==> src/sv/orb_pkg.sv <==
// Shared constants and controller/datapath interface types for the overwriting ring buffer.
package orb_pkg;

    localparam int unsigned DEPTH_DEFAULT      = 16;
    localparam int unsigned DATA_WIDTH_DEFAULT = 32;

    localparam int unsigned MODE_W  = 2;
    localparam int unsigned DIN_W   = 32;
    localparam int unsigned DOUT_W  = 32;
    localparam int unsigned FILL_W  = 5;
    localparam int unsigned OTDATA_W = 40;
    localparam int unsigned OTUSER_W = 2;

    localparam logic [MODE_W-1:0] MODE_PUSH = 2'd0;
    localparam logic [MODE_W-1:0] MODE_POP  = 2'd1;
    localparam logic [MODE_W-1:0] MODE_DUMP = 2'd2;

    // Commands from the controller to the datapath.
    typedef struct packed {
        logic push;        // write the input word and advance count or head
        logic load_imm;    // load a result that carries no stored word
        logic load_entry;  // load a result from the read data register
        logic entry_last;  // last flag for a loaded entry
        logic pop_adv;     // retire the oldest entry
        logic idx_inc;     // step the stream index
        logic idx_clr;     // hold the stream index at the oldest entry
    } t_dp_cmd;

    // Status from the datapath to the controller.
    typedef struct packed {
        logic empty;
        logic idx_last;
    } t_dp_sts;

endpackage

==> src/sv/orb_dp.sv <==
// Datapath of the overwriting ring buffer: entry memory, pointers and result register.
module orb_dp #(
    parameter int unsigned DEPTH      = orb_pkg::DEPTH_DEFAULT,
    parameter int unsigned DATA_WIDTH = orb_pkg::DATA_WIDTH_DEFAULT
) (
    input  logic                        i_clk,
    input  logic                        i_rst_n,
    input  orb_pkg::t_dp_cmd            i_cmd,
    output orb_pkg::t_dp_sts            o_sts,
    input  logic [orb_pkg::DIN_W-1:0]   i_data_in,
    output logic [orb_pkg::DOUT_W-1:0]  o_data_out,
    output logic                        o_valid_res,
    output logic                        o_last,
    output logic                        o_overwrote,
    output logic [orb_pkg::FILL_W-1:0]  o_fill_count
);

    localparam int unsigned AW = (DEPTH > 1) ? $clog2(DEPTH) : 1;
    localparam int unsigned CW = $clog2(DEPTH + 1);
    localparam int unsigned IW = orb_pkg::DIN_W;
    localparam int unsigned OW = orb_pkg::DOUT_W;
    localparam int unsigned FW = orb_pkg::FILL_W;

    logic [DATA_WIDTH-1:0] r_mem [DEPTH];
    logic [DATA_WIDTH-1:0] r_rdata;

    logic [AW-1:0] r_head, n_head;
    logic [CW-1:0] r_count, n_count;
    logic [AW-1:0] r_idx, n_idx;

    logic [DATA_WIDTH-1:0] r_dout;
    logic                  r_valid_res;
    logic                  r_last;
    logic                  r_ovw;
    logic [CW-1:0]         r_fill;

    logic [DATA_WIDTH-1:0] w_din;
    logic [AW-1:0]         w_waddr;
    logic [AW-1:0]         w_raddr;
    logic                  w_full;
    logic                  w_empty;
    logic [AW-1:0]         w_head_inc;

    // Sum of two positions below twice the depth, folded back into range.
    function automatic logic [AW-1:0] f_wrap(input logic [CW:0] s);
        logic [CW:0] t;
        begin
            t = (s >= (CW+1)'(DEPTH)) ? s - (CW+1)'(DEPTH) : s;
            return t[AW-1:0];
        end
    endfunction

    generate
        if (DATA_WIDTH <= IW) begin : g_din_trunc
            assign w_din = i_data_in[DATA_WIDTH-1:0];
        end else begin : g_din_ext
            assign w_din = {{(DATA_WIDTH-IW){1'b0}}, i_data_in};
        end
        if (DATA_WIDTH >= OW) begin : g_dout_trunc
            assign o_data_out = r_dout[OW-1:0];
        end else begin : g_dout_ext
            assign o_data_out = {{(OW-DATA_WIDTH){1'b0}}, r_dout};
        end
        if (CW >= FW) begin : g_fill_trunc
            assign o_fill_count = r_fill[FW-1:0];
        end else begin : g_fill_ext
            assign o_fill_count = {{(FW-CW){1'b0}}, r_fill};
        end
    endgenerate

    assign w_full     = (r_count == CW'(DEPTH));
    assign w_empty    = (r_count == '0);
    assign w_head_inc = (r_head == AW'(DEPTH - 1)) ? '0 : r_head + 1'b1;
    assign w_waddr    = f_wrap((CW+1)'(r_head) + (CW+1)'(r_count));

    always_comb begin
        if (i_cmd.idx_clr) begin
            n_idx = '0;
        end else if (i_cmd.idx_inc) begin
            n_idx = r_idx + 1'b1;
        end else begin
            n_idx = r_idx;
        end
    end

    // The memory is read every cycle at the next stream position, so the read
    // data register holds the entry the stream index points at when a stream load uses it.
    assign w_raddr = f_wrap((CW+1)'(r_head) + (CW+1)'(n_idx));

    always_comb begin
        n_head  = r_head;
        n_count = r_count;
        if (i_cmd.push) begin
            if (w_full) begin
                n_head = w_head_inc;
            end else begin
                n_count = r_count + 1'b1;
            end
        end else if (i_cmd.pop_adv) begin
            n_head  = w_head_inc;
            n_count = r_count - 1'b1;
        end
    end

    always_ff @(posedge i_clk) begin
        if (!i_rst_n) begin
            r_head  <= '0;
            r_count <= '0;
            r_idx   <= '0;
        end else begin
            r_head  <= n_head;
            r_count <= n_count;
            r_idx   <= n_idx;
        end
    end

    always_ff @(posedge i_clk) begin
        if (i_cmd.push) begin
            r_mem[w_waddr] <= w_din;
        end
        r_rdata <= r_mem[w_raddr];
    end

    always_ff @(posedge i_clk) begin
        if (i_cmd.load_imm) begin
            r_dout      <= '0;
            r_valid_res <= 1'b0;
            r_last      <= 1'b1;
            r_ovw       <= i_cmd.push & w_full;
            r_fill      <= n_count;
        end else if (i_cmd.load_entry) begin
            r_dout      <= r_rdata;
            r_valid_res <= 1'b1;
            r_last      <= i_cmd.entry_last;
            r_ovw       <= 1'b0;
            r_fill      <= n_count;
        end
    end

    assign o_valid_res = r_valid_res;
    assign o_last      = r_last;
    assign o_overwrote = r_ovw;

    assign o_sts.empty    = w_empty;
    assign o_sts.idx_last = ((CW'(r_idx) + 1'b1) == r_count);

endmodule

==> src/sv/orb_ctrl.sv <==
// Controller of the overwriting ring buffer: operation decode, streaming sequence, output handshake.
module orb_ctrl (
    input  logic                         i_clk,
    input  logic                         i_rst_n,
    input  logic [orb_pkg::MODE_W-1:0]   i_mode,
    input  logic                         i_s_tvalid,
    output logic                         o_s_tready,
    output logic                         o_m_tvalid,
    input  logic                         i_m_tready,
    input  orb_pkg::t_dp_sts             i_sts,
    output orb_pkg::t_dp_cmd             o_cmd
);

    localparam logic ST_IDLE   = 1'b0;
    localparam logic ST_STREAM = 1'b1;

    logic r_state, n_state;
    logic r_is_pop, n_is_pop;
    logic r_out_valid, n_out_valid;
    logic w_out_free;
    logic w_accept;
    logic w_last;

    assign w_out_free = !r_out_valid || i_m_tready;
    assign o_s_tready = (r_state == ST_IDLE) && w_out_free;
    assign w_accept   = i_s_tvalid && o_s_tready;
    assign w_last     = r_is_pop || i_sts.idx_last;

    always_comb begin
        o_cmd    = '0;
        n_state  = r_state;
        n_is_pop = r_is_pop;
        unique case (r_state)
            ST_IDLE: begin
                o_cmd.idx_clr = 1'b1;
                if (w_accept) begin
                    unique case (i_mode) inside
                        orb_pkg::MODE_PUSH: begin
                            o_cmd.push     = 1'b1;
                            o_cmd.load_imm = 1'b1;
                        end
                        orb_pkg::MODE_POP, orb_pkg::MODE_DUMP: begin
                            if (i_sts.empty) begin
                                o_cmd.load_imm = 1'b1;
                            end else begin
                                n_state  = ST_STREAM;
                                n_is_pop = (i_mode == orb_pkg::MODE_POP);
                            end
                        end
                        default: begin
                        end
                    endcase
                end
            end
            ST_STREAM: begin
                if (w_out_free) begin
                    o_cmd.load_entry = 1'b1;
                    o_cmd.entry_last = w_last;
                    o_cmd.pop_adv    = r_is_pop;
                    if (w_last) begin
                        n_state = ST_IDLE;
                    end else begin
                        o_cmd.idx_inc = 1'b1;
                    end
                end
            end
            default: begin
                n_state = ST_IDLE;
            end
        endcase
    end

    always_comb begin
        if (o_cmd.load_imm || o_cmd.load_entry) begin
            n_out_valid = 1'b1;
        end else if (i_m_tready) begin
            n_out_valid = 1'b0;
        end else begin
            n_out_valid = r_out_valid;
        end
    end

    always_ff @(posedge i_clk) begin
        if (!i_rst_n) begin
            r_state     <= ST_IDLE;
            r_is_pop    <= 1'b0;
            r_out_valid <= 1'b0;
        end else begin
            r_state     <= n_state;
            r_is_pop    <= n_is_pop;
            r_out_valid <= n_out_valid;
        end
    end

    assign o_m_tvalid = r_out_valid;

endmodule

==> src/sv/overwriting_ring_buffer.sv <==
// Overwriting ring buffer top level: stream ports around the controller and the datapath.
//
// A circular buffer of DEPTH words that replaces its oldest word when a push
// arrives while full. A push, a pop or a dump on an empty buffer, and an
// unused mode, are handled in the idle state; a pop of a stored word and a
// dump pass through the streaming state, because the entry memory has a
// registered read port and the first word of a run is read out as
// the word is accepted. Once a dump has started, it delivers one word a cycle
// while the output side takes them, and no new input word is accepted until
// its last word is loaded. The output register lets a new input word be
// accepted in the same cycle as the previous result is taken. The memory is
// not cleared at reset; only entries that were written are ever output.
module overwriting_ring_buffer #(
    parameter int unsigned DEPTH      = orb_pkg::DEPTH_DEFAULT,
    parameter int unsigned DATA_WIDTH = orb_pkg::DATA_WIDTH_DEFAULT
) (
    input  logic                          i_clk,
    input  logic                          i_rst_n,
    input  logic                          s_axis_tvalid,
    output logic                          s_axis_tready,
    input  logic [orb_pkg::DIN_W-1:0]     s_axis_tdata,  // [31:0] data_in
    input  logic [orb_pkg::MODE_W-1:0]    s_axis_tuser,  // [1:0] mode
    output logic                          m_axis_tvalid,
    input  logic                          m_axis_tready,
    output logic [orb_pkg::OTDATA_W-1:0]  m_axis_tdata,  // [31:0] data_out, [36:32] fill_count
    output logic [orb_pkg::OTUSER_W-1:0]  m_axis_tuser,  // [0] valid_res, [1] overwrote
    output logic                          m_axis_tlast
);

    orb_pkg::t_dp_cmd w_cmd;
    orb_pkg::t_dp_sts w_sts;

    logic [orb_pkg::DOUT_W-1:0] w_data_out;
    logic [orb_pkg::FILL_W-1:0] w_fill;
    logic                       w_valid_res;
    logic                       w_overwrote;

    orb_ctrl u_ctrl (
        .i_clk      (i_clk),
        .i_rst_n    (i_rst_n),
        .i_mode     (s_axis_tuser),
        .i_s_tvalid (s_axis_tvalid),
        .o_s_tready (s_axis_tready),
        .o_m_tvalid (m_axis_tvalid),
        .i_m_tready (m_axis_tready),
        .i_sts      (w_sts),
        .o_cmd      (w_cmd)
    );

    orb_dp #(
        .DEPTH      (DEPTH),
        .DATA_WIDTH (DATA_WIDTH)
    ) u_dp (
        .i_clk        (i_clk),
        .i_rst_n      (i_rst_n),
        .i_cmd        (w_cmd),
        .o_sts        (w_sts),
        .i_data_in    (s_axis_tdata),
        .o_data_out   (w_data_out),
        .o_valid_res  (w_valid_res),
        .o_last       (m_axis_tlast),
        .o_overwrote  (w_overwrote),
        .o_fill_count (w_fill)
    );

    assign m_axis_tdata = {
        {(orb_pkg::OTDATA_W - orb_pkg::DOUT_W - orb_pkg::FILL_W){1'b0}},
        w_fill,
        w_data_out
    };
    assign m_axis_tuser = {w_overwrote, w_valid_res};

`ifndef ASSERT_OFF
    // Only a push result can report an overwrite, and it carries no word.
    a_ovw_push_only: assert property (@(posedge i_clk) disable iff (!i_rst_n)
        m_axis_tvalid && m_axis_tuser[1] |-> m_axis_tlast && !m_axis_tuser[0])
        else $error("overwrite flagged on a result that is not a push");

    // A result without a stored word is always a single, zero result.
    a_invalid_zero: assert property (@(posedge i_clk) disable iff (!i_rst_n)
        m_axis_tvalid && !m_axis_tuser[0] |->
            m_axis_tlast && (m_axis_tdata[orb_pkg::DOUT_W-1:0] == '0))
        else $error("result without a stored word is not zero and last");

    // No new word is taken while a dump is still in the middle of its run.
    a_no_accept_mid_dump: assert property (@(posedge i_clk) disable iff (!i_rst_n)
        m_axis_tvalid && !m_axis_tlast |-> !s_axis_tready)
        else $error("input accepted during a dump");
`endif

endmodule
==> config.mk <==
export PLATFORM = sky130hd
export DESIGN_NAME = overwriting_ring_buffer
export DESIGN_NICKNAME = d
export VERILOG_FILES = /design/src/sv/orb_pkg.sv /design/src/sv/orb_dp.sv /design/src/sv/orb_ctrl.sv /design/src/sv/overwriting_ring_buffer.sv
export SDC_FILE = /design/constraint.sdc
export NUM_CORES = 1
export LEC_CHECK = 0
export ABC_AREA = 1
export ABC_CLOCK_PERIOD_IN_PS = 3500
export BUFFER_PORTS_ARGS = -buffer_cell sky130_fd_sc_hd__buf_2
export CAP_MARGIN = 30
export CORE_MARGIN = 5
export CORE_UTILIZATION = 50
export DETAILED_ROUTE_END_ITERATION = 16
export PLACE_DENSITY = 0.68
export SLEW_MARGIN = 20
export SYNTH_ARGS = -nofsm -noshare
export SYNTH_HDL_FRONTEND = slang
export SYNTH_SLANG_ARGS = --single-unit
==> constraint.sdc <==
create_clock -name i_clk -period 3.5 [get_ports i_clk]
set_clock_uncertainty 0.2 [all_clocks]
set_input_delay 0.7 -clock i_clk [delete_from_list [all_inputs] [get_ports i_clk]]
set_output_delay 0.7 -clock i_clk [all_outputs]
set_load 0.01 [all_outputs]
# After elaboration in Yosys (flattened, before gate mapping)
# Memory sizes are Yosys's and may differ from the RTL's. A register that Yosys moved wholly into a read port is not among the register bits.
# Cells that the tools add are included.
[totals]
latch_bits = 0
wordCells = 78
reg_bits = 56
romBits = 0
mem_bits_rw = 512
memories = 1
[memory_table]
columns = ["name", "depth", "width", "rd", "rd_ports_with_merged_regs", "write_ports", "line", "source"]
rows = [
  ["u_dp.r_mem", 16, 32, 1, 1, 1, "orb_dp.sv:24", "logic [DATA_WIDTH-1:0] r_mem [DEPTH];"],
]
[op_classes]
n_eq_ne = 6
shifts = 0
n_reduce_logical = 14
mul = 0
bitwise_logic = 3
n_mux = 32
add_sub_neg = 9
n_div = 0
n_lt_le_gt_ge = 2
[ops]
columns = ["operator", "count"]
rows = [
  ["4-bit two-way mux", 10],
  ["5-bit two-way mux", 5],
  ["1-bit two-way mux", 13],
  ["4-bit by 1-bit adder with 4-bit output, second input constant", 2],
  ["4-bit by 1-bit subtractor with 4-bit output, second input constant", 2],
  ["4-bit by 5-bit adder with 6-bit output", 1],
  ["6-bit by 5-bit >= comparator with 1-bit output, second input constant", 1],
  ["2-bit nonzero test", 3],
  ["4-bit by 1-bit adder with 5-bit output, second input constant", 1],
  ["4-bit by 4-bit adder with 5-bit output", 1],
  ["5-bit by 1-bit adder with 5-bit output, second input constant", 1],
  ["5-bit == test", 1],
  ["5-bit == test, second input constant", 1],
  ["5-bit >= comparator, second input constant", 1],
  ["5-bit zero test", 1],
  ["5-bit by 1-bit subtractor with 5-bit output, second input constant", 1],
  ["4-bit == test, second input constant", 1],
  ["2-bit two-way mux", 2],
  ["1-bit one-hot mux with 2 select lines", 2],
  ["4-bit AND reduction", 1],
  ["1-bit logical OR", 3],
  ["2-bit by 1-bit == test with 1-bit output, second input constant", 1],
  ["2-bit == test, second input constant", 1],
  ["1-bit logical AND", 2],
  ["other kinds (7)", 8],
]

# Depth between registers and ports, before layout
# Gate-level depths: netlist of the first run.
[logic_depth]
depth_word = 11
mapped_depth = 22
depth_no_buf = 20

# Modules after synthesis
# From an unflattened synthesis of the first run, not the netlist that was laid out.
[unflattened]
cells_unflattened = 2124
area_unflattened_um2 = 24156.9
[by_module_without_submodules]
columns = ["mod", "area_per_inst_um2", "cells_each", "n_inst", "seq_area_each_um2"]
rows = [
  ["orb_dp", 23830.4, 2074, 1, 17136.4],
  ["orb_ctrl", 285.3, 44, 1, 60.1],
  ["overwriting_ring_buffer", 41.3, 6, 1, 0.0],
]

# Least setup slack after synthesis of the first run
# Ideal clock, no wire load.
[synth_timing]
kind = "input-to-reg"
startpoint = "input m_axis_tready"
endpoint = "memory u_dp.r_mem[0][0] (netlist name), enable pin"
n_path_buf = 0
cell_stages = 8
setup_time_ps = 421
t_required_ps = 2879
arrival_time_ps = 2934
path_slack_ps = -55
path_cell_list = "nor2_2 > nor2_1 > nand2_1 > nor2_4 > inv_2 > nor2_1 > nand2_1 > nor2_1"
[synth_between]
elab_chain_cells = 7
[synth_lines]
columns = ["element", "line", "source"]
rows = [
  ["start: declaration", "overwriting_ring_buffer.sv:24", "input logic m_axis_tready,"],
  ["1-bit logical OR", "orb_ctrl.sv:24", "assign w_out_free = !r_out_valid || i_m_tready;"],
  ["1-bit logical AND", "orb_ctrl.sv:25", "assign o_s_tready = (r_state == ST_IDLE) && w_out_free;"],
  ["net s_axis_tready", "overwriting_ring_buffer.sv:20", "output logic s_axis_tready,"],
  ["1-bit logical AND", "orb_ctrl.sv:26", "assign w_accept = i_s_tvalid && o_s_tready;"],
  ["2-bit two-way mux", "orb_ctrl.sv:36", "if (w_accept) begin"],
  ["2-bit two-way mux", "orb_ctrl.sv:33", "unique case (r_state)"],
  ["1-bit two-way mux", "orb_dp.sv:118", "if (i_cmd.push) begin"],
  ["1-bit two-way mux (implied by the code)", "orb_dp.sv:119", "r_mem[w_waddr] <= w_din;"],
  ["end: declaration", "orb_dp.sv:24", ""],
]
# The timed path passes the listed nets, and every way through them passes these cells.

# Worst setup path in the final report of the first run
[layout_timing]
startpoint = "register u_dp.r_idx[0]"
endpoint = "register u_dp.r_rdata[10], read port of u_dp.r_mem"
[layout_between]
elab_chain_cells = 11
[layout_lines]
columns = ["element", "line", "source"]
rows = [
  ["start: declaration", "orb_dp.sv:29", "logic [AW-1:0] r_idx, n_idx;"],
  ["start signal: assignment", "orb_dp.sv:113", "r_idx <= n_idx;"],
  ["4-bit by 1-bit adder with 5-bit output", "orb_dp.sv:145", "assign o_sts.idx_last = ((CW'(r_idx) + 1'b1) == r_count);"],
  ["5-bit == test", "orb_dp.sv:145", ""],
  ["1-bit logical OR", "orb_ctrl.sv:27", "assign w_last = r_is_pop || i_sts.idx_last;"],
  ["1-bit two-way mux", "orb_ctrl.sv:60", "if (w_last) begin"],
  ["4-bit two-way mux", "orb_ctrl.sv:56", "if (w_out_free) begin"],
  ["4-bit two-way mux", "orb_ctrl.sv:33", ""],
  ["4-bit two-way mux (*)", "orb_dp.sv:79", "end else if (i_cmd.idx_inc) begin"],
  ["4-bit two-way mux (*)", "orb_dp.sv:77", "if (i_cmd.idx_clr) begin"],
  ["net u_dp.n_idx[0]", "orb_dp.sv:29", ""],
  ["4-bit by 4-bit adder with 5-bit output (*)", "orb_dp.sv:88", "assign w_raddr = f_wrap((CW+1)'(r_head) + (CW+1)'(n_idx));"],
  ["4-bit by 1-bit subtractor with 4-bit output / 5-bit >= comparator (equally long branches)", "orb_dp.sv:48", "t = (s >= (CW+1)'(DEPTH)) ? s - (CW+1)'(DEPTH) : s;"],
  ["4-bit two-way mux (*)", "orb_dp.sv:48", ""],
  ["end: declaration", "orb_dp.sv:25", "logic [DATA_WIDTH-1:0] r_rdata;"],
]
# Mark *: on every way through the listed nets, which the timed path passes. The rest lies on a longest branch.
# A chain may end at the register's enable or synchronous reset.

==> results of run 1 <==
layout make-up:
| cell class | count | area (um^2) |
|---|---|---|
| fillers | 3651 | 19100 |
| flip-flops and latches | 600 | 17200 |
| multi-input cells | 1166 | 6100 |
| repair buffers | 191 | 2080 |
| clock buffers | 85 | 1710 |
| well taps | 615 | 769 |
| inverters | 72 | 292 |
| clock inverters | 24 | 269 |
| repair inverters | 1 | 8.76 |
| diodes | 1 | 2.50 |
cells in the final DEF, fill, tap and decap left out, drive strengths merged:
| cell | count |
|---|---|
| or2 | 1 |
| clkinv | 13 |
| edfxtp | 518 |
| buf | 182 |
| and2 | 1 |
| conb | 3 |
| nor3 | 3 |
| a32o | 64 |
| a21o | 1 |
| nand3 | 48 |
| o32ai | 1 |
| fa | 2 |
| xor2 | 6 |
| clkbuf | 94 |
| ha | 13 |
| o21ai | 202 |
| xnor2 | 4 |
| o22ai | 64 |
| nand4 | 6 |
| bufinv | 5 |
| nor4 | 3 |
| nor2 | 177 |
| dfxtp | 82 |
| a21oi | 76 |
| nand2 | 491 |
| diode | 1 |
| clkinvlp | 4 |
| inv | 75 |
cells by family (layout without fill, tap and decap cells):
group                    count (synthesis)  after routing
AO/OA/AOI/OAI                          408            408
other                                    1              4
adder cells (fa/ha/maj)                 15             15
XOR/XNOR                                10             10
AND/OR/NAND/NOR                        730            730
flip-flops                             600            600
buffers and inverters                  195            373
power by group:
part | switching (mW) | total (mW) | internal (mW)
combinational | 0.633 | 0.989 | 0.356
clock | 2.63 | 6.38 | 3.75
sequential | 0.0673 | 7.97 | 7.90
total | 3.33 | 15.3 | 12.0
how the worst min path moves through the flow:
stage	endpoint	slack, ns	cells after the start
after floorplan	u_dp.o_valid_res$_SDFFE_PP0P_	0.25	2
after global placement	u_dp.o_last$_SDFFE_PP1P_	0.26	2
after detailed placement	u_dp.o_last$_SDFFE_PP1P_	0.28	2
after CTS	u_dp.r_head[2]$_SDFFE_PN0P_	0.13	3
after global routing	u_dp.r_head[2]$_SDFFE_PN0P_	0.18	3
final	u_dp.r_head[2]$_SDFFE_PN0P_	0.17	3
timing repair:
item,in CTS,in global routing
buffers inserted,3,3
gates resized for setup,30,55
pin swaps,7,31
gates cloned,7,11
hold buffers,0,0
setup endpoints to repair,31,32
sequential cells by signal, summed over array words and instances (netlist names):
register / flops
u_ctrl.o_m_tvalid: 1
u_ctrl.r_is_pop: 1
u_ctrl.r_state: 1
u_dp.o_data_out: 32
u_dp.o_fill_count: 5
u_dp.o_last: 1
u_dp.o_overwrote: 1
u_dp.o_valid_res: 1
u_dp.r_count: 5
u_dp.r_head: 4
u_dp.r_idx: 4
u_dp.r_mem: 512
u_dp.r_rdata: 32
tightest hold or removal path, stage by stage:
cell	delay, ns
buf_2	0.13
nand2_1	0.07
nor2_1	0.04
stage by stage:
| stage | setup TNS (ns) | util |
|---|---|---|
| finish | 0 | 0.598 |
| detailed placement | -1.32 | 0.542 |
| global placement | -1.28 | 0.542 |
| CTS | 0 | 0.589 |
| floorplan | -7.00 | - |
| global route | -0.299 | 0.598 |
routing by layer:
layer / routed length [um] / GRT usage
met5: 27 / 0
met4: 1690 / 0.0688
met3: 6230 / 0.0477
met2: 28900 / 0.356
met1: 25800 / 0.319
==> impl_metrics.tcl, run 1 <==
set metrics [dict create \
    cp.required_ns 3.86 \
    critical_path_cell_count 23 \
    synth_mux_area_frac 0 \
    instances_no_fill 2755 \
    yosys_warnings 0 \
    ys_types 40 \
    grt_overflow 0 \
    yosysTopAreaCell "edfxtp_1" \
    dieHeight_um 229 \
    die_area_mm2 0.0523 \
    nNetsFinal 2143 \
    grt_pass1_wl_mm 91.0 \
    rows 80 \
    antenna_found_initial 3 \
    leakagePower_nw 10.8 \
    crit_buf_inv 6 \
    synth-edff-count 518 \
    synthTopCellsByArea "edfxtp_1 65%, dfxtp_1 6.9%, nand2_1 6.7%, o21ai_0 4.2%, nor2_1 2.7%" \
    start_util 0.503 \
    drt-initial-drc-count 1959 \
    path_max_fanout 7 \
    ys.flop_type "edfxtp_1" \
    syn_to_final_growth_pct 18.8 \
    startpoint "u_dp.r_idx[0]$_SDFF_PN0_" \
    regToRegStartpoint "u_dp.r_idx[0]$_SDFF_PN0_" \
    top_level_ports 83 \
    yosys_register_bits 600 \
    cp.arrival_ns 3.78 \
    post-dp-hpwl_mm 33.0 \
    grt_max_degree 71 \
    worst_path_max_delay_cell "fa_2" \
    synthAdderAreaFrac 0.00847 \
    hp-class "in2reg" \
    cts_made_buffers 58 \
    worstSetupPathType "reg2reg" \
    viasPerCell 5.78 \
    wire_per_inst_um 22.7 \
    yosys.area.top_type_share 0.650 \
    final_cell_area_mm2 0.0284 \
    status "complete, no violations" \
    crit_chain "ha_4 > inv_1 > nand2_2 > nand3_1 > nand2_1 > nor2_2 > nand3_4 > nand3_4 > o21ai_2 > o21ai_2 > inv_2 > ha_4 > fa_2 > buf_12 > buf_12 > buf_16 > buf_6 > o21ai_0 > o22ai_1 > nand2_1 > o21ai_1 > nand3_1 > nand2_2" \
    ys_seq_area_frac 0.719 \
    dp.cells 2621 \
    fp.dieW_um 229 \
    placed_cell_area_mm2 0.0258 \
    insertion_delay_ns 0.62 \
    slowest_delay_ns 0.55 \
    post-route-min-period_ns 3.42 \
    post-place-ws_ns -0.101 \
    ctsRootBufferMaster "clkbuf_16" \
    drcViolationCount 0 \
    critPathLaunchType "register" \
    drv_cap 0 \
    r2r_slack_ns 0.08 \
    synth_simple_gate_area_frac 0.130 \
    critical-path-top-delay-family "adder cells" \
    drtPass1Iterations 6 \
    crit_path_end "u_dp.r_rdata[10]$_DFF_P_" \
    syn-instance-count 1959 \
    endpoint_kind "register" \
    period_share 0.976 \
    r2r-end "u_dp.r_rdata[10]$_DFF_P_" \
    globalplace.congestion 0.833 \
    ant_nets 0 \
    setup_slack_ns 0.0849 \
    p_per_area_mw_per_mm2 539 \
    port_buffers 79 \
    synth-compound-area-share 0.102 \
    maxSlewHeadroom 0.581 \
    hold_violations 0 \
    finalPower_mw 15.3 \
    grt.total_usage 0.226 \
    ir_drop_uv 398 \
    min_from "i_rst_n" \
    avgSynthCellArea_um2 12.2 \
    synthTopCellsByCount "518 x edfxtp_1, 426 x nand2_1, 201 x o21ai_0, 172 x nor2_1, 82 x dfxtp_1" \
    clock_sinks 600 \
    synth.most_common_cell "edfxtp_1" \
    grt_setup_unrepaired "yes" \
    slew_viol_final 0 \
    clk_path_buf_depth 3 \
    setup_viol 0 \
    r2r_cells 23 \
    routed_wl_mm 62.6 \
    htreeDepth 2 \
    synth_top_family_by_area "simple AND/OR/NAND/NOR gates" \
    path_clk_slew_ns 0.06 \
    async_reset_ff_frac 0 \
    first_global_vias 15196 \
    hold_ws_ns 0.172 \
    final_layout_size_suffix_gt1_frac 0.194 \
    worst_pin_slew_ns 0.628 \
    timing.fmax_mhz 293 \
    cts_tree "yes" \
    synth_area_mm2 0.0239 \
    core_mm2 0.0475 \
    synthXorXnorAreaFrac 0.00397 \
    vias 15929 \
]
(Power assumes the default switching activity.)
==> run 2: changes to the inputs <==
PLACE_DENSITY = 0.69   (was 0.68)
==> impl_metrics.tcl, run 2 (synthesis gave the netlist of run 1 again) <==
set metrics [dict create \
    drt-initial-drc-count 1592 \
    routed_wl_mm 59.1 \
    hold_violations 0 \
    vias 15670 \
    antenna_found_initial 4 \
    die_area_mm2 0.0523 \
    finalPower_mw 15.1 \
    grt_setup_unrepaired "yes" \
    final_cell_area_mm2 0.0282 \
    viasPerCell 5.71 \
    status "finished with violations" \
    port_buffers 79 \
    ctsRootBufferMaster "clkbuf_16" \
    violations "setup timing" \
    cp.arrival_ns 3.87 \
    setup_slack_ns -0.00102 \
    grt.total_usage 0.218 \
    worst_path_max_delay_cell "fa_2" \
    insertion_delay_ns 0.63 \
    cp.required_ns 3.87 \
    final_layout_size_suffix_gt1_frac 0.194 \
    first_global_vias 14772 \
    clk_path_buf_depth 3 \
    rows 80 \
    maxSlewHeadroom 0.572 \
    critical-path-top-delay-family "simple AND/OR/NAND/NOR gates" \
    endpoint_kind "register" \
    hp-class "in2reg" \
    nNetsFinal 2129 \
    multi_input_comb_area_mm2 0.00621 \
    placed_cell_area_mm2 0.0257 \
    start_util 0.503 \
    fin_util 0.594 \
    cts_tree "yes" \
    p_per_area_mw_per_mm2 537 \
    wire_per_inst_um 21.5 \
    final_common_cell "edfxtp_1" \
    ir_drop_uv 404 \
    path_max_fanout 7 \
    htreeDepth 2 \
    ant_nets 0 \
    slew_viol_final 0 \
    leakagePower_nw 10.6 \
    grt_pass1_wl_mm 88.6 \
    drv_cap 0 \
    seq_area_mm2 0.0172 \
    largest_reg_flops 512 \
    worst_pin_slew_ns 0.642 \
    timing.fmax_mhz 286 \
    grt_max_degree 99 \
    crit_buf_inv 6 \
    period_share 1.00 \
    path_clk_slew_ns 0.06 \
    cts_made_buffers 59 \
    slowest_delay_ns 0.60 \
    regMostFlops "u_dp.r_mem" \
    drcViolationCount 0 \
    setup_tns_ns -0.00102 \
    final_cell_mix "518 x edfxtp_1, 423 x nand2_1, 155 x nor2_1" \
    post-place-ws_ns -0.161 \
    worst_path_most_repeated_cell "nand2_2" \
    dieHeight_um 229 \
    globalplace.congestion 0.792 \
    fp.dieW_um 229 \
    post-route-min-period_ns 3.50 \
    critPathLaunchType "register" \
    core_mm2 0.0475 \
    top_level_ports 83 \
    worstSetupPathType "reg2reg" \
    clock_sinks 600 \
    nFillCells 3558 \
    drtPass1Iterations 5 \
    post-dp-hpwl_mm 31.4 \
    grt_overflow 0 \
    syn_to_final_growth_pct 18.0 \
    setup_viol 1 \
    crit_chain "ha_4 > inv_1 > nand2_2 > nand3_2 > nand2_2 > nor2_4 > nand3_4 > nand3_4 > buf_4 > nor2_2 > nor3_2 > buf_4 > fa_2 > buf_12 > buf_16 > buf_12 > o21ai_1 > o22ai_1 > nand2_1 > o21ai_2 > nand2_2 > nand2_2" \
]
## run 2: cell count changes in the layout (fill, tap and decap cells not counted), sizes merged
cell and change:
clkinv +5, diode +2, buf -9, inv +4
clkbuf -14
## run 2: per-stage QoR
stage / instances / hold slack, ns
2_1_floorplan: 1961 / 0.248
5_1_grt: 2740 / 0.142
6_report: 2743 / 0.164
4_1_cts: 2731 / 0.132
3_3_place_gp: 2612 / 0.254
3_5_place_dp: 2612 / 0.263
## run 2: repair_timing
item	4_1_cts	5_1_grt
resized for setup	46	103
hold buffers	0	0
buffers inserted	3	7
endpoints found under the setup margin	32	32
pin swaps	11	64
cloned	6	3
## run 2: tightest hold or removal path: stages
cell     delay [ns]
buf_2          0.13
nand2_1        0.07
nor2_1         0.03
## run 2: layout make-up
class                      count  share of cell area
antenna                        3            0.000266
clock buffer                  78              0.0562
clock inverter                32              0.0115
inverter                      72              0.0103
multi-input combinational   1166               0.220
sequential                   600               0.609
tap                          615              0.0273
timing repair buffer         175              0.0642
timing repair inverter         2            0.000798
## run 2: final timing paths
check                            from  cells after the start                           to  slack (ns)
max          u_dp.r_idx[0]$_SDFF_PN0_                     22     u_dp.r_rdata[19]$_DFF_P_      -0.001
min                           i_rst_n                      3  u_dp.r_head[2]$_SDFFE_PN0P_        0.16
max reg2reg  u_dp.r_idx[0]$_SDFF_PN0_                     22     u_dp.r_rdata[19]$_DFF_P_      -0.001
min reg2reg  u_dp.o_last$_SDFFE_PP1P_                      2     u_dp.o_last$_SDFFE_PP1P_        0.27
## run 2: power breakdown
part	internal (mW)	total (mW)	switching (mW)
clock network	3.57	6.20	2.63
logic	0.349	0.979	0.630
registers	7.90	7.96	0.0627
## run 2: metal layers
metal / up-vias / wire, um / global-route usage
li1: 7241 / - / -
met1: 7706 / 24500 / 0.303
met2: 609 / 28000 / 0.353
met3: 112 / 5000 / 0.0453
met4: 2 / 1590 / 0.0626
met5: - / 14 / 0
==> run 3: changes to the inputs <==
SYNTH_HIERARCHICAL = 1   (was default)
==> impl_metrics.tcl, run 3 <==
set metrics [dict create \
    p_per_area_mw_per_mm2 522 \
    period_share 1.20 \
    core_mm2 0.0477 \
    synth_area_mm2 0.0242 \
    endpoint_kind "register" \
    syn-instance-count 2124 \
    drtPass1Iterations 7 \
    final_layout_size_suffix_gt1_frac 0.175 \
    drcViolationCount 0 \
    ys.flop_type "edfxtp_1" \
    globalplace.congestion 0.828 \
    violations "setup timing" \
    dieHeight_um 230 \
    grt_max_degree 55 \
    hold_violations 0 \
    instances_no_fill 2963 \
    cts_made_buffers 57 \
    start_util 0.506 \
    path_clk_slew_ns 0.06 \
    syn_to_final_growth_pct 20.1 \
    post-place-ws_ns -0.476 \
    ant_nets 0 \
    antenna_found_initial 3 \
    internal-power_mw 11.9 \
    clk_path_buf_depth 3 \
    port_buffers 79 \
    wire_per_inst_um 20.9 \
    post-dp-hpwl_mm 34.4 \
    synth.most_common_cell "edfxtp_1" \
    die_area_mm2 0.0528 \
    critPathLaunchType "register" \
    hp-class "in2reg" \
    ir_drop_uv 385 \
    slew_viol_final 0 \
    top_level_ports 83 \
    drv_cap 0 \
    clock_sinks 600 \
    grt_pass1_wl_mm 94.3 \
    htreeDepth 2 \
    synth-edff-count 518 \
    p_comb_frac 0.063 \
    nNetsFinal 2353 \
    yosys_register_bits 600 \
    synthTopCellsByArea "edfxtp_1 64%, nand2_1 8.0%, dfxtp_1 6.8%, o21ai_0 4.9%, nor2_1 3.8%" \
    drt-initial-drc-count 1699 \
    clkPwrFrac 0.405 \
    cp.arrival_ns 4.54 \
    worst_path_max_delay_cell "fa_4" \
    sw_frac_of_total 0.215 \
    async_reset_ff_frac 0 \
    final_common_cell "edfxtp_1" \
    crit_chain "nand4_1 > nand2_2 > xor2_2 > nor3_2 > or2_1 > nor3_4 > inv_1 > nor2_2 > nor3_2 > fa_4 > buf_12 > buf_12 > buf_12 > o21ai_2 > o21ai_1 > nand2_1 > nand2_1 > nand3_1 > nand2_1" \
    routed_wl_mm 61.8 \
    final_cell_mix "518 x edfxtp_1, 509 x nand2_1, 223 x nor2_1" \
    setup_viol 32 \
    ys_types 39 \
    grt_setup_unrepaired "yes" \
    first_global_vias 16041 \
    leakagePower_nw 11.0 \
    grt_overflow 0 \
    yosys.area.top_type_share 0.644 \
    post-route-min-period_ns 4.20 \
    insertion_delay_ns 0.62 \
    status "finished with violations" \
    avgSynthCellArea_um2 11.4 \
    cp.required_ns 3.84 \
    viasPerCell 5.58 \
    ctsRootBufferMaster "clkbuf_16" \
    setup_slack_ns -0.697 \
    fp.dieW_um 230 \
    rows 80 \
    regMostFlops "u_dp/r_mem" \
    slowest_delay_ns 0.94 \
    yosys_warnings 6 \
    synthTopCellsByCount "518 x edfxtp_1, 515 x nand2_1, 243 x nor2_1, 236 x o21ai_0, 127 x inv_1" \
    yosysTopAreaCell "edfxtp_1" \
    path_max_fanout 7 \
    grt.total_usage 0.228 \
    fin_util 0.608 \
    vias 16535 \
    largest_reg_flops 512 \
    dp.cells 2819 \
    sequentialPowerShare 0.532 \
    p_sw_mw 3.25 \
    timing.fmax_mhz 238 \
    worstSetupPathType "reg2reg" \
    cts_tree "yes" \
    ys_seq_area_frac 0.712 \
]
run 3: cell types whose count changed after synthesis, sizes merged, moves of 11 or more:
cell	before	now
a21oi	76	43
a32o	64	0
buf	56	73
clkbuf	64	50
inv	72	130
nand2	491	517
nand3	48	59
nor2	177	245
o211ai	0	58
o21ai	202	266
o22ai	64	32
run 3: metal layers:
| layer | track usage | vias up | share of wire |
|---|---|---|---|
| met4 | 0.0730 | 2 | 0.028 |
| met1 | 0.314 | 8033 | 0.41 |
| met5 | 0 | - | 0.00021 |
| met2 | 0.380 | 684 | 0.48 |
| met3 | 0.0344 | 123 | 0.081 |
| li1 | - | 7693 | - |
run 3: final timing paths:
kind | from | end | slack (ns) | depth (start not counted)
max | u_dp/r_idx[2]$_SDFF_PN0_ | u_dp/r_rdata[15]$_DFF_P_ | -0.70 | 19
min | i_rst_n | u_dp/r_head[2]$_SDFFE_PN0P_ | 0.20 | 3
max reg2reg | u_dp/r_idx[2]$_SDFF_PN0_ | u_dp/r_rdata[15]$_DFF_P_ | -0.70 | 19
min reg2reg | u_dp/r_rdata[25]$_DFF_P_ | u_dp/o_data_out[25]$_SDFFE_PP0P_ | 0.26 | 2
run 3: layout make-up:
cell class,count,area (um^2)
Antenna cell,1,2.50
Tap cell,615,769
Sequential cell,600,17200
Clock buffer,89,1640
Fill cell,3646,18700
Clock inverter,17,223
Timing Repair Buffer,238,2400
Multi-Input combinational cell,1271,6270
Inverter,132,505
run 3: timing repair:
action | in CTS | in global routing
pin swaps | 45 | 73
buffers inserted | 27 | 8
resized for setup | 89 | 99
setup endpoints to repair | 32 | 33
cloned | 9 | 2
hold buffers | 0 | 0
run 3: kinds of logic after synthesis:
kind of cell,synth area share
AND/OR/NAND/NOR,0.136
adder cells (fa/ha/maj),0.00839
XOR/XNOR,0.00399
other,0.000155
flip-flops,0.712
buffers and inverters,0.0475
AO/OA/AOI/OAI,0.0916
run 3: critical path: cells and delay by family, from the launching register on:
kind                     cells  cell delay [ns]
flip-flops                   1             0.44
buffers and inverters        4             0.56
XOR/XNOR                     1             0.15
AND/OR/NAND/NOR             11             1.63
AO/OA/AOI/OAI                2             0.19
adder cells (fa/ha/maj)      1             0.94
run 3: metrics by stage:
step	hold slack [ns]	TNS, ns	total power [mW]	area [um^2]
6_report	0.197	-19.73	15.1	29000
3_5_place_dp	0.247	-13.40	9.10	26200
5_1_grt	0.194	-25.64	15.7	29000
2_1_floorplan	0.231	0	8.66	24200
4_1_cts	0.168	-11.29	15.2	28700
3_3_place_gp	0.238	-10.09	9.07	26200
run 3: power groups by stage:
stage / Clock [mW] / Combinational, mW / Sequential, mW
2_1_floorplan: 0 / 0.408 / 8.26
3_3_place_gp: 0 / 0.868 / 8.20
3_5_place_dp: 0 / 0.888 / 8.21
4_1_cts: 6.21 / 0.932 / 8.06
5_1_grt: 6.52 / 1.05 / 8.07
6_report: 6.14 / 0.949 / 8.06
